File: src/rtl/cfba_pkg.sv
// ----------------------------------------------------------------------------
// cfba_pkg: shared definitions for the frame bitmap allocator
// Pool geometry, field widths, codes, sequencer states and unit result type.
// ----------------------------------------------------------------------------
`default_nettype none

package cfba_pkg;

  // Pool geometry: frames are kept LANES to a map entry.
  localparam int POOL_FRAMES = 512;
  localparam int LANES       = 8;
  localparam int LANE_SH     = $clog2(LANES);
  localparam int ENTRIES     = POOL_FRAMES / LANES;
  localparam int ADDR_W      = (ENTRIES > 1) ? $clog2(ENTRIES) : 1;
  localparam int FIDX_W      = $clog2(POOL_FRAMES);

  // Word field widths.
  localparam int START_W     = 9;
  localparam int COUNT_W     = 10;
  localparam int FIRST_W     = 9;
  localparam int IN_TDATA_W  = 24;
  localparam int OUT_TDATA_W = 16;

  // Internal frame arithmetic holds start + count without overflow.
  localparam int EXT_W = ((FIDX_W > COUNT_W) ? FIDX_W : COUNT_W) + 2;
  localparam logic [EXT_W-1:0] POOL_EXT = EXT_W'(POOL_FRAMES);

  // Request kinds.
  localparam logic MODE_ALLOC = 1'b0;
  localparam logic MODE_FREE  = 1'b1;

  // Result codes.
  localparam logic STAT_DONE = 1'b0;
  localparam logic STAT_FAIL = 1'b1;

  typedef enum logic [2:0] {
    ST_IDLE,
    ST_SCAN,
    ST_MARK_RD,
    ST_MARK_WR,
    ST_DONE
  } state_t;

  // Scan result of one map entry.
  typedef struct packed {
    logic             found;
    logic [EXT_W-1:0] first;
    logic [EXT_W-1:0] run;
  } scan_res_t;

endpackage

`default_nettype wire

File: src/rtl/cfba_map_ram.sv
// ----------------------------------------------------------------------------
// cfba_map_ram: occupancy map storage
// One write and one registered read port; per-entry valid bits make a
// never-written entry read as all free.
// ----------------------------------------------------------------------------
`default_nettype none

module cfba_map_ram (
  input  wire logic                         clk,
  input  wire logic                         rst_n,
  input  wire logic                         rd_en,
  input  wire logic [cfba_pkg::ADDR_W-1:0]  rd_addr,
  output logic      [cfba_pkg::LANES-1:0]   rd_data,
  input  wire logic                         wr_en,
  input  wire logic [cfba_pkg::ADDR_W-1:0]  wr_addr,
  input  wire logic [cfba_pkg::LANES-1:0]   wr_data
);

  logic [cfba_pkg::LANES-1:0]   mem [cfba_pkg::ENTRIES];
  logic [cfba_pkg::ENTRIES-1:0] valid_r;
  logic [cfba_pkg::LANES-1:0]   rd_mem_r;
  logic                         rd_valid_r;

  always_ff @(posedge clk) begin
    if (wr_en) begin
      mem[wr_addr] <= wr_data;
    end
    if (rd_en) begin
      rd_mem_r <= mem[rd_addr];
    end
  end

  always_ff @(posedge clk) begin
    if (!rst_n) begin
      valid_r    <= '0;
      rd_valid_r <= 1'b0;
    end else begin
      if (wr_en) begin
        valid_r[wr_addr] <= 1'b1;
      end
      if (rd_en) begin
        rd_valid_r <= valid_r[rd_addr];
      end
    end
  end

  // Unwritten entry: every frame free.
  assign rd_data = rd_valid_r ? rd_mem_r : '0;

endmodule

`default_nettype wire

File: src/rtl/cfba_lane_unit.sv
// ----------------------------------------------------------------------------
// cfba_lane_unit: shared per-entry scan and mask unit
// Extends the free run across one map entry and builds the range mask used
// to set or clear frames of that entry.
// ----------------------------------------------------------------------------
`default_nettype none

module cfba_lane_unit (
  input  wire logic [cfba_pkg::LANES-1:0] bits,
  input  wire logic [cfba_pkg::EXT_W-1:0] base,
  input  wire logic [cfba_pkg::EXT_W-1:0] run_in,
  input  wire logic [cfba_pkg::EXT_W-1:0] count,
  input  wire logic [cfba_pkg::EXT_W-1:0] lo,
  input  wire logic [cfba_pkg::EXT_W-1:0] hi,
  output cfba_pkg::scan_res_t             scan,
  output logic      [cfba_pkg::LANES-1:0] mask
);

  // Walk the lanes lowest first; stop at the first run that reaches count.
  always_comb begin
    logic [cfba_pkg::EXT_W-1:0] run;
    logic                       hit;
    logic [cfba_pkg::EXT_W-1:0] first;
    run   = run_in;
    hit   = 1'b0;
    first = '0;
    for (int i = 0; i < cfba_pkg::LANES; i++) begin
      if (!hit) begin
        if (bits[i]) begin
          run = '0;
        end else begin
          run = run + cfba_pkg::EXT_W'(1);
          if (run == count) begin
            hit   = 1'b1;
            first = base + cfba_pkg::EXT_W'(i + 1) - count;
          end
        end
      end
    end
    scan.found = hit;
    scan.first = first;
    scan.run   = run;
  end

  // Lane i covers frame base + i; select lo <= frame < hi.
  always_comb begin
    logic [cfba_pkg::EXT_W-1:0] f;
    for (int i = 0; i < cfba_pkg::LANES; i++) begin
      f       = base + cfba_pkg::EXT_W'(i);
      mask[i] = (f >= lo) && (f < hi);
    end
  end

endmodule

`default_nettype wire

File: src/rtl/contiguous_frame_bitmap_allocator_top.sv
// Sequence: allocate is accepted, then scans up to ENTRIES (64) map entries,
//   then reads and writes each map entry the run touches, then posts the result.
//   Free reads and writes each map entry touched, then posts. Bad counts go straight to the result.
// Throughput: one request at a time; the scan reads through the single map
//   read port, 8 frames per cycle.
// Reset: synchronous, active low; all frames free at once (no clearing pass).
// ----------------------------------------------------------------------------
// contiguous_frame_bitmap_allocator_top: first-fit frame run allocator
// Keeps one occupancy bit per frame; allocates the lowest run of free frames
// of the asked length and frees runs on request.
// ----------------------------------------------------------------------------
`default_nettype none

module contiguous_frame_bitmap_allocator_top (
  input  wire logic                                 clk,
  input  wire logic                                 rst_n,
  // Request words.
  input  wire logic                                 in_tvalid,
  output logic                                      in_tready,
  input  wire logic [cfba_pkg::IN_TDATA_W-1:0]      in_tdata,  // start_frame[8:0], frame_count[18:9]
  input  wire logic                                 in_tuser,  // mode[0]
  // Result words.
  output logic                                      out_tvalid,
  input  wire logic                                 out_tready,
  output logic      [cfba_pkg::OUT_TDATA_W-1:0]     out_tdata, // first_frame[8:0]
  output logic                                      out_tuser  // status[0]
);

  // --------------------------------------------------------------------------
  // Request decode
  // --------------------------------------------------------------------------
  logic [cfba_pkg::START_W-1:0] in_start;
  logic [cfba_pkg::COUNT_W-1:0] in_count;
  logic [cfba_pkg::EXT_W-1:0]   in_start_ext;
  logic [cfba_pkg::EXT_W-1:0]   in_count_ext;
  logic                         in_fire;

  assign in_start     = in_tdata[cfba_pkg::START_W-1:0];
  assign in_count     = in_tdata[cfba_pkg::START_W +: cfba_pkg::COUNT_W];
  assign in_start_ext = cfba_pkg::EXT_W'(in_start);
  assign in_count_ext = cfba_pkg::EXT_W'(in_count);
  assign in_fire      = in_tvalid && in_tready;

  // Last map entry of the range [lo, hi); frames past the pool are dropped.
  function automatic logic [cfba_pkg::ADDR_W-1:0] last_entry(
    input logic [cfba_pkg::EXT_W-1:0] hi
  );
    logic [cfba_pkg::EXT_W-1:0] endf;
    endf = hi - cfba_pkg::EXT_W'(1);
    if (endf > cfba_pkg::POOL_EXT - cfba_pkg::EXT_W'(1)) begin
      endf = cfba_pkg::POOL_EXT - cfba_pkg::EXT_W'(1);
    end
    return endf[cfba_pkg::LANE_SH +: cfba_pkg::ADDR_W];
  endfunction

  // --------------------------------------------------------------------------
  // Sequencer registers
  // --------------------------------------------------------------------------
  cfba_pkg::state_t             state_r,  state_nxt;
  logic                         mode_r,   mode_nxt;
  logic [cfba_pkg::EXT_W-1:0]   count_r,  count_nxt;
  logic [cfba_pkg::EXT_W-1:0]   lo_r,     lo_nxt;
  logic [cfba_pkg::EXT_W-1:0]   hi_r,     hi_nxt;
  logic [cfba_pkg::EXT_W-1:0]   run_r,    run_nxt;
  logic [cfba_pkg::ADDR_W-1:0]  addr_r,   addr_nxt;
  logic [cfba_pkg::ADDR_W-1:0]  last_r,   last_nxt;
  logic                         res_status_r, res_status_nxt;
  logic [cfba_pkg::EXT_W-1:0]   res_first_r,  res_first_nxt;

  // Output register: parts the sequencer from the result consumer.
  logic                         out_valid_r, out_valid_nxt;
  logic                         out_status_r, out_status_nxt;
  logic [cfba_pkg::FIRST_W-1:0] out_first_r,  out_first_nxt;
  logic                         out_load;

  // --------------------------------------------------------------------------
  // Map storage and shared unit
  // --------------------------------------------------------------------------
  logic                         rd_en;
  logic [cfba_pkg::ADDR_W-1:0]  rd_addr;
  logic [cfba_pkg::LANES-1:0]   rd_data;
  logic                         wr_en;
  logic [cfba_pkg::LANES-1:0]   wr_data;
  logic [cfba_pkg::EXT_W-1:0]   entry_base;
  cfba_pkg::scan_res_t          scan;
  logic [cfba_pkg::LANES-1:0]   mask;

  assign entry_base = cfba_pkg::EXT_W'(addr_r) << cfba_pkg::LANE_SH;

  cfba_map_ram u_map (
    .clk     (clk),
    .rst_n   (rst_n),
    .rd_en   (rd_en),
    .rd_addr (rd_addr),
    .rd_data (rd_data),
    .wr_en   (wr_en),
    .wr_addr (addr_r),
    .wr_data (wr_data)
  );

  cfba_lane_unit u_unit (
    .bits   (rd_data),
    .base   (entry_base),
    .run_in (run_r),
    .count  (count_r),
    .lo     (lo_r),
    .hi     (hi_r),
    .scan   (scan),
    .mask   (mask)
  );

  // Allocate sets the masked frames, free clears them.
  assign wr_data = (mode_r == cfba_pkg::MODE_ALLOC) ? (rd_data | mask) : (rd_data & ~mask);

  // --------------------------------------------------------------------------
  // Sequencer: next state and outputs
  // --------------------------------------------------------------------------
  always_comb begin
    state_nxt      = state_r;
    mode_nxt       = mode_r;
    count_nxt      = count_r;
    lo_nxt         = lo_r;
    hi_nxt         = hi_r;
    run_nxt        = run_r;
    addr_nxt       = addr_r;
    last_nxt       = last_r;
    res_status_nxt = res_status_r;
    res_first_nxt  = res_first_r;
    in_tready      = 1'b0;
    rd_en          = 1'b0;
    rd_addr        = addr_r;
    wr_en          = 1'b0;
    out_load       = 1'b0;

    unique case (state_r)
      cfba_pkg::ST_IDLE: begin
        in_tready = 1'b1;
        if (in_fire) begin
          mode_nxt       = in_tuser;
          count_nxt      = in_count_ext;
          res_status_nxt = cfba_pkg::STAT_DONE;
          res_first_nxt  = '0;
          run_nxt        = '0;
          if (in_tuser == cfba_pkg::MODE_ALLOC) begin
            if ((in_count == '0) || (in_count_ext > cfba_pkg::POOL_EXT)) begin
              // Bad count: fail without touching the map.
              res_status_nxt = cfba_pkg::STAT_FAIL;
              state_nxt      = cfba_pkg::ST_DONE;
            end else begin
              // Start the scan at entry zero.
              addr_nxt  = '0;
              rd_en     = 1'b1;
              rd_addr   = '0;
              state_nxt = cfba_pkg::ST_SCAN;
            end
          end else begin
            lo_nxt   = in_start_ext;
            hi_nxt   = in_start_ext + in_count_ext;
            last_nxt = last_entry(in_start_ext + in_count_ext);
            addr_nxt = in_start_ext[cfba_pkg::LANE_SH +: cfba_pkg::ADDR_W];
            if ((in_count == '0) || (in_start_ext >= cfba_pkg::POOL_EXT)) begin
              state_nxt = cfba_pkg::ST_DONE;
            end else begin
              state_nxt = cfba_pkg::ST_MARK_RD;
            end
          end
        end
      end

      cfba_pkg::ST_SCAN: begin
        if (scan.found) begin
          // Run found: mark it, report its first frame.
          lo_nxt        = scan.first;
          hi_nxt        = scan.first + count_r;
          last_nxt      = last_entry(scan.first + count_r);
          addr_nxt      = scan.first[cfba_pkg::LANE_SH +: cfba_pkg::ADDR_W];
          res_first_nxt = scan.first;
          state_nxt     = cfba_pkg::ST_MARK_RD;
        end else if (addr_r == cfba_pkg::ADDR_W'(cfba_pkg::ENTRIES - 1)) begin
          res_status_nxt = cfba_pkg::STAT_FAIL;
          state_nxt      = cfba_pkg::ST_DONE;
        end else begin
          // Carry the run into the next entry.
          run_nxt  = scan.run;
          addr_nxt = addr_r + cfba_pkg::ADDR_W'(1);
          rd_en    = 1'b1;
          rd_addr  = addr_r + cfba_pkg::ADDR_W'(1);
        end
      end

      cfba_pkg::ST_MARK_RD: begin
        rd_en     = 1'b1;
        state_nxt = cfba_pkg::ST_MARK_WR;
      end

      cfba_pkg::ST_MARK_WR: begin
        wr_en = 1'b1;
        if (addr_r == last_r) begin
          state_nxt = cfba_pkg::ST_DONE;
        end else begin
          addr_nxt  = addr_r + cfba_pkg::ADDR_W'(1);
          state_nxt = cfba_pkg::ST_MARK_RD;
        end
      end

      cfba_pkg::ST_DONE: begin
        // Hold until the output register is free.
        if (!out_valid_r || out_tready) begin
          out_load  = 1'b1;
          state_nxt = cfba_pkg::ST_IDLE;
        end
      end

      default: begin
        state_nxt = cfba_pkg::ST_IDLE;
      end
    endcase
  end

  always_comb begin
    out_status_nxt = out_status_r;
    out_first_nxt  = out_first_r;
    out_valid_nxt  = out_valid_r;
    if (out_load) begin
      out_valid_nxt  = 1'b1;
      out_status_nxt = res_status_r;
      out_first_nxt  = res_first_r[cfba_pkg::FIRST_W-1:0];
    end else if (out_tready) begin
      out_valid_nxt = 1'b0;
    end
  end

  // --------------------------------------------------------------------------
  // Registers
  // --------------------------------------------------------------------------
  always_ff @(posedge clk) begin
    if (!rst_n) begin
      state_r     <= cfba_pkg::ST_IDLE;
      out_valid_r <= 1'b0;
    end else begin
      state_r     <= state_nxt;
      out_valid_r <= out_valid_nxt;
    end
  end

  always_ff @(posedge clk) begin
    mode_r       <= mode_nxt;
    count_r      <= count_nxt;
    lo_r         <= lo_nxt;
    hi_r         <= hi_nxt;
    run_r        <= run_nxt;
    addr_r       <= addr_nxt;
    last_r       <= last_nxt;
    res_status_r <= res_status_nxt;
    res_first_r  <= res_first_nxt;
    out_status_r <= out_status_nxt;
    out_first_r  <= out_first_nxt;
  end

  assign out_tvalid = out_valid_r;
  assign out_tuser  = out_status_r;
  assign out_tdata  = cfba_pkg::OUT_TDATA_W'(out_first_r);

  // --------------------------------------------------------------------------
  // Assertions
  // --------------------------------------------------------------------------
  // A failed allocation reports frame zero.
  assert property (@(posedge clk) disable iff (!rst_n)
    (out_tvalid && (out_tuser == cfba_pkg::STAT_FAIL)) |-> (out_tdata == '0))
    else $error("failed result carries a nonzero frame");

  // The mark pass never walks past its last entry.
  assert property (@(posedge clk) disable iff (!rst_n)
    (state_r == cfba_pkg::ST_MARK_WR) |-> (addr_r <= last_r))
    else $error("mark pass overran its range");

  // While scanning, the carried run is always shorter than the request.
  assert property (@(posedge clk) disable iff (!rst_n)
    (state_r == cfba_pkg::ST_SCAN) |-> (run_r < count_r))
    else $error("scan carried a complete run");

  // A zero-count allocate goes straight to the result.
  assert property (@(posedge clk) disable iff (!rst_n)
    (in_fire && (in_tuser == cfba_pkg::MODE_ALLOC) && (in_count == '0))
      |=> (state_r == cfba_pkg::ST_DONE))
    else $error("zero-count allocate did not fail at once");

endmodule

`default_nettype wire

File: config.mk
export PLATFORM = sky130hd
export DESIGN_NAME = contiguous_frame_bitmap_allocator_top
export DESIGN_NICKNAME = d
export VERILOG_FILES = /design/src/rtl/cfba_pkg.sv /design/src/rtl/cfba_map_ram.sv /design/src/rtl/cfba_lane_unit.sv /design/src/rtl/contiguous_frame_bitmap_allocator_top.sv
export SDC_FILE = /design/constraint.sdc
export NUM_CORES = 1
export LEC_CHECK = 0
export BUFFER_PORTS_ARGS = -buffer_cell sky130_fd_sc_hd__buf_2
export CORE_AREA = 4 4 266 268
export DETAILED_ROUTE_END_ITERATION = 8
export DIE_AREA = 0 0 270 272
export PLACE_DENSITY_LB_ADDON = 0.2
export SETUP_SLACK_MARGIN = 0.5
export SYNTH_ARGS = -nofsm -noshare
export SYNTH_HDL_FRONTEND = slang
export SYNTH_HIERARCHICAL = 1
export SYNTH_SLANG_ARGS = --single-unit
File: constraint.sdc
create_clock -name clk -period 33.5 [get_ports clk]
set_input_delay 3.35 -clock clk [delete_from_list [all_inputs] [get_ports clk]]
set_output_delay 3.35 -clock clk [all_outputs]
set_load 0.01 [all_outputs]
==> out/qor.csv, run 1 <==
metric,value,unit
Crit. End Element,flip-flop,
type of the worst setup path,flip-flop to flip-flop,
Reg2Reg Launch Point,run_r[0]$_SDFFCE_PN0P_,
Layout Utilization,0.6944,
placed standard-cell area,0.04522,sq mm
CP Data Required Time,33.84,ns
Ys Warns,6,
post-synthesis mux area share,0.1075,
Worst Path Arrival,20.78,ns
Iteration-0 DRC Markers,4030,
Max Clock Freq,48.90,MHz
Yosys top cell area share,0.4091,
final setup vio count,0,
CP startpoint,run_r[0]$_SDFFCE_PN0P_,
setup TNS,0,ns
DR vias/cell,6.803,
vias in the first global route,31340,
most frequent cell after synthesis,edfxtp_1,
"Seq/Total Area, Yosys",0.4405,
largest stage delay on the critical path,0.86,ns
Worst Setup EP,u_map/rd_mem_r[7]$_DFFE_PP_,
"top cells by area, synth","edfxtp_1, mux4_2, ha_1",
Reg area,0.01937,sq mm
largest family of logic cells by synthesized area,compound AO/OA/AOI/OAI gates,
GP Congestion,0.9438,
"wirelength, routed",122400,um
"setup slack, reg-to-reg",13.05,ns
share of cells above drive strength 1,0.1337,
Chip Width,270,um
min Tclk post-route,20.45,ns
final hold violations,0,
Least-Margin Pin Slew,1.248,ns
area of the multi-input gates,0.02363,sq mm
# clock sinks,668,
initial antenna violation count,2,
max_slew headroom,0.1647,
H-tree depth,3,
Die ar.,0.07344,sq mm
Pleak,17.34,nW
Post-Syn Area,0.04397,sq mm
Area Growth Syn to Fin,7.927,%
drc violations,0,
Clock Path Buffers,3,
largest net degree at the start of global routing,76,
Placed Cells,4634,
synth unique cells,129,
final period utilization,0.6104,
outcome,completed,
simple-gate share of the synthesized area,0.1281,
Compound-Gate Fraction of Synth Area,0.1455,
commonest cells in the netlist,"edfxtp_1, ha_1, nor2_1, a21oi_1, xnor2_1",
post-CTS setup buffer count,0,
Post-Synth Adder-Cell Area,0.08787,
cts hold-fix bufs,0,
filler cell count,4805,
most frequent CP cell,nand2_1,
CTS tree,built,
Final Cell Area,0.04746,sq mm
CTS root buf,clkbuf_16,
"FF+latch count, synth",668,
post_cts resized,0,
post-synthesis xor/xnor area fraction,0.06032,
ant diodes,0,
drt pass-1 iters,6,
Clock Skew,0.02148,ns
Worst-Skew Late Latency,0.61,ns
IO Count,48,
GRT Resource Usage Total,0.3307,
worst hold path type,flip-flop to flip-flop,
wire per inst,25.73,um
"Cell Count, Final, Fillers Out",4757,
reg2reg end,u_map/rd_mem_r[7]$_DFFE_PP_,
"Async S/R FF share, synth",0,
Synth area leader,edfxtp_1,
Worst Path Max Fanout,49,
vias post-DR,32360,
Crit-path slowest cell,buf_4,
Max-Cap Viols,0,
Reg2Reg Depth,53,
prevailing post-synth register cell,edfxtp_1,
Initial Utilization,0.6434,
row cnt,96,
core area,0.06835,sq mm
average instance area after synthesis,11.59,sq um
CP Launch Type,flip-flop,
global route overflow,0,
die height,272,um
post-DP HPWL,83970,um
maximum VDD drop,0.07180,mV
Cells after Synth,3794,
first-pass GRT wire length,188800,um
unrepaired setup endpoints after global routing,false,
number of enable flip-flop cells after synthesis,599,
Pwr per Cell Area,77.57,mW/mm^2
clk slew on worst S/H paths,0.08,ns
Worst Hold Launch,res_first_r[0]$_SDFFCE_PN0P_,
Final nets,4155,
Post-DRT Antenna Nets,0,
CTS Buf Count,68,
input/output buffers,35,
Final Max Tran Viols,0,
cells by family (layout without fill, tap and decap cells):
family / Yosys count / count (layout)
AOI/OAI and AO/OA: 912 / 912
xor gates and xnor gates: 291 / 291
adders and majority gates: 304 / 304
buffers and inverters: 313 / 342
DFF: 668 / 668
muxes: 248 / 248
other: 1 / 53
and+or+nand+nor: 1057 / 1057
layer usage:
metal | wire length [um] | track usage
met1 | 49320 | 0.4502
met5 | 26 | 0
met2 | 57610 | 0.5391
met4 | 5521 | 0.1323
met3 | 9906 | 0.05180
per-stage QoR:
step / worst slack (ns) / total power, mW / hold WS, ns
finish: 13.05 / 3.681 / 0.4236
detailed placement: 13.46 / 2.866 / 0.4107
global route: 11.87 / 3.889 / 0.4269
floorplan: 19.48 / 2.454 / 0.4003
global placement: 13.48 / 2.835 / 0.4012
CTS: 13.33 / 3.640 / 0.4248
sequential cells by signal, indices dropped and copies added, names as in the netlist:
signal	count
u_map/mem	512
u_map/valid_r	64
hi_r	12
lo_r	12
run_r	12
count_r	10
out_first_r	9
res_first_r	9
u_map/rd_mem_r	8
addr_r	6
last_r	6
state_r	3
mode_r	1
out_tuser	1
out_tvalid	1
res_status_r	1
u_map/rd_valid_r	1
report_power, final:
| part | internal [mW] | switching (mW) | total [mW] |
|---|---|---|---|
| clock | 0.440 | 0.324 | 0.764 |
| combinational | 0.777 | 1.14 | 1.92 |
| sequential | 0.971 | 0.0259 | 0.997 |
| total | 2.19 | 1.49 | 3.68 |
placed cells by master, fill, tap and decap left out, drive strengths merged, types with 26 or more instances in the layout:
cell,instances
edfxtp,599
ha,296
nor2,263
a21oi,204
xnor2,196
mux4,176
nand2,176
o21ai,168
inv,119
buf,102
xor2,88
clkbuf,88
o21a,87
nand2b,85
a21o,85
nand3,80
nor3,79
nor2b,72
dfxtp,69
and2,57
conb,53
mux2i,47
nand4,46
a211oi,41
and3,31
or3,31
o211ai,31
o21bai,30
a31oi,26
clkinv,26
worst min path at each step:
stage,to,slack (ns),depth (start not counted)
floorplan,out_first_r[0]$_DFFE_PP_,0.40,0
global placement,out_tuser$_DFFE_PP_,0.40,0
detailed placement,out_first_r[0]$_DFFE_PP_,0.41,0
CTS,out_first_r[7]$_DFFE_PP_,0.42,0
global route,out_first_r[2]$_DFFE_PP_,0.43,0
finish,out_first_r[0]$_DFFE_PP_,0.42,0
worst max-delay path: cells and delay by family, from the launching register on:
| kind | cells | cell delay (ns) |
|---|---|---|
| AOI/OAI and AO/OA | 15 | 5.29 |
| xor gates and xnor gates | 4 | 0.97 |
| adders and majority gates | 4 | 1.53 |
| buffers and inverters | 7 | 3.01 |
| DFF | 1 | 0.72 |
| muxes | 3 | 1.66 |
| and+or+nand+nor | 20 | 6.76 |
final cells by class:
type	count	share of cell area
clock buffers	88	0.03960
flip-flops and latches	668	0.4081
inverters	117	0.009254
well taps	882	0.02325
multi-input cells	2865	0.4979
clock inverters	35	0.007619
repair buffers	102	0.01429
Power figures use the tool's default switching activity.
==> run 2: changes to the inputs <==
--- a/config.mk
+++ b/config.mk
@@ -6,9 +6,9 @@
 export NUM_CORES = 1
 export LEC_CHECK = 0
 export BUFFER_PORTS_ARGS = -buffer_cell sky130_fd_sc_hd__buf_2
-export CORE_AREA = 4 4 266 268
+export CORE_AREA = 4 4 279 281
 export DETAILED_ROUTE_END_ITERATION = 8
-export DIE_AREA = 0 0 270 272
+export DIE_AREA = 0 0 283 285
 export PLACE_DENSITY_LB_ADDON = 0.2
 export SETUP_SLACK_MARGIN = 0.5
 export SYNTH_ARGS = -nofsm -noshare
==> constraint.sdc (replaced) <==
create_clock -name clk -period 17.8 [get_ports clk]
set_input_delay 1.78 -clock clk [delete_from_list [all_inputs] [get_ports clk]]
set_output_delay 1.78 -clock clk [all_outputs]
set_load 0.01 [all_outputs]
==> run 2 against run 1 <==
  * Global-route usage down 2.6 points
  * Routed wire length up 2.0%
  * Sequential share of layout area down 0.33 points
  * Highest routed layer is now met4
  * Count of clock-buffer cells in the layout down 4
  * Die area up 9.8%
  * Critical path depth down 3
  * Final cell count up 2.4%
==> out/qor.csv, run 2 (same netlist as run 1, synthesis figures left out) <==
metric,value,unit,change
Largest regs,"u_map/mem x512, u_map/valid_r x64",,
CTS Buf Count,68,,unchanged
Sw Ratio,0.4058,,about the same
Flop pwr share,0.272,,about the same
Switch Pwr,2.830,mW,+89%
type of the worst setup path,flip-flop to flip-flop,,
largest stage delay on the critical path,0.75,ns,-0.11 ns
GRT Resource Usage Total,0.3049,,-0.02589
IO Count,48,,unchanged
min Tclk post-route,16.42,ns,-4.027 ns
die height,285,um,+4.8%
filler cell count,5785,,+20%
wire per inst,25.62,um,-0.41%
Post-DRT Antenna Nets,0,,unchanged
final hold violations,0,,unchanged
unrepaired setup endpoints after global routing,false,,
"wirelength, routed",124800,um,+2.0%
final setup vio count,0,,unchanged
Crit. End Element,flip-flop,,
Layout Utilization,0.6342,,-0.06019
Worst-Skew Late Latency,0.62,ns,about the same
CP Launch Type,flip-flop,,
most frequent CP cell,nand2_1,,
worst hold slack,0.4196,ns,-0.003979 ns
drt pass-1 iters,6,,unchanged
"commonest non-fill, non-tap cells in the layout","edfxtp_1, ha_1, nor2_1",,
Clock Skew,0.02764,ns,+0.006162 ns
Final nets,4172,,+0.41%
worst hold path type,flip-flop to flip-flop,,
maximum VDD drop,0.1417,mV,+97%
Worst Path Max Fanout,27,,-45%
Area Growth Syn to Fin,8.809,%,
setup TNS,0,ns,unchanged
Initial Utilization,0.5828,,-0.06053
first-pass GRT wire length,190500,um,+0.88%
Worst Path Arrival,16.75,ns,-4.03 ns
vias post-DR,32270,,-0.29%
Final Max Tran Viols,0,,unchanged
# clock sinks,668,,unchanged
DR vias/cell,6.624,,-2.6%
input/output buffers,35,,unchanged
clk slew on worst S/H paths,0.07,ns,about the same
"commonest non-fill, non-tap cell in the layout",edfxtp_1,,
Reg with most FFs,u_map/mem,,
Max-Cap Viols,0,,unchanged
core area,0.07544,sq mm,+10%
Clk network pwr share,0.205,,-0.003
pre-CTS setup slack,1.391,ns,-12.07 ns
CP Data Required Time,18.12,ns,-15.72 ns
Pleak,17.46,nW,+0.64%
Iteration-0 DRC Markers,3665,,-9.1%
share of cells above drive strength 1,0.1361,,+0.002464
Pwr per Cell Area,145.7,mW/mm^2,+88%
post-DP HPWL,88220,um,+5.1%
GP Congestion,0.9393,,-0.48%
number of flip-flops in the largest register,512,,unchanged
Clock Path Buffers,3,,unchanged
CTS root buf,clkbuf_16,,
final period utilization,0.9226,,+0.3121
Chip Width,283,um,+4.8%
Design Power,6.973,mW,+89%
Least-Margin Pin Slew,1.291,ns,+0.04238 ns
Final WS setup,1.378,ns,-11.67 ns
largest net degree at the start of global routing,71,,-6.6%
row cnt,101,,+5.2%
Int Power,4.143,mW,+89%
max_slew headroom,0.1363,,-0.02836
global route overflow,0,,unchanged
Crit-path slowest cell,or4_1,,
drc violations,0,,unchanged
H-tree depth,3,,unchanged
vias in the first global route,31150,,-0.61%
initial antenna violation count,0,,-2
part of the power in combinational logic,0.523,,about the same
CTS tree,built,,
Die ar.,0.08066,sq mm,+9.8%
outcome,completed,,
Max Clock Freq,60.90,MHz,+25%
## run 2: cell count changes in the layout (fill, tap and decap cells not counted), sizes merged
cell	delta
bufinv	+1
diode	+1
inv	-3
clkbuf	-4
clkinv	+6
buf	+17
clkinvlp	+1
## run 2: path summary, 6_finish.rpt
check / from / end / slack [ns] / cells after the start
min reg2reg: res_first_r[1]$_SDFFCE_PN0P_ / out_first_r[1]$_DFFE_PP_ / 0.42 / 0
max: run_r[2]$_SDFFCE_PN0P_ / u_map/rd_mem_r[4]$_DFFE_PP_ / 1.38 / 50
max reg2reg: run_r[2]$_SDFFCE_PN0P_ / u_map/rd_mem_r[4]$_DFFE_PP_ / 1.38 / 50
min: res_first_r[1]$_SDFFCE_PN0P_ / out_first_r[1]$_DFFE_PP_ / 0.42 / 0
## run 2: area by class of cell
class | instances | area (sq um) | share of cell area
Multi-Input combinational cell | 2865 | 23640 | 0.4940
Tap cell | 978 | 1224 | 0.02558
Sequential cell | 668 | 19370 | 0.4048
Inverter | 117 | 439.2 | 0.009179
Antenna cell | 1 | 2.502 | 0.00005230
Clock inverter | 40 | 432.9 | 0.009048
Timing Repair Buffer | 119 | 918.4 | 0.01919
Clock buffer | 84 | 1823 | 0.03810
## run 2: worst max-delay path: cells and delay by family, from the launching register on
| kind | cells | cell delay, ns |
|---|---|---|
| flip-flops | 1 | 0.70 |
| adder cells (fa/ha/maj) | 2 | 0.68 |
| AO/OA/AOI/OAI | 19 | 5.51 |
| buffers and inverters | 6 | 1.18 |
| multiplexers | 5 | 1.86 |
| XOR/XNOR | 2 | 0.52 |
| AND/OR/NAND/NOR | 16 | 5.62 |
## run 2: metrics by stage
step                std cells  instance area, sq um
floorplan                3846                 44170
global placement         4744                 45550
detailed placement       4744                 45550
CTS                      4868                 47810
global route             4871                 47840
finish                   4872                 47850
## run 2: power by group through the flow
stage	Clock [mW]	Sequential (mW)	Combinational [mW]
floorplan	0	1.89	2.73
global placement	0	1.93	3.49
detailed placement	0	1.93	3.53
CTS	1.45	1.90	3.56
global route	1.52	1.90	3.96
finish	1.43	1.90	3.65
## run 2: repair_timing
action / 4_1_cts / 5_1_grt
resized for setup: 0 / 3
setup buffers: 0 / 3
setup endpoints to repair: 0 / 16
hold buffers: 0 / 0
## run 2: routing by layer
metal | vias to the layer above | track usage | wire length, um
li1 | 14670 | - | -
met1 | 15760 | 0.4082 | 50340
met2 | 1523 | 0.4956 | 58620
met3 | 312 | 0.05180 | 10210
met4 | 0 | 0.1298 | 5651
met5 | - | 0 | 0
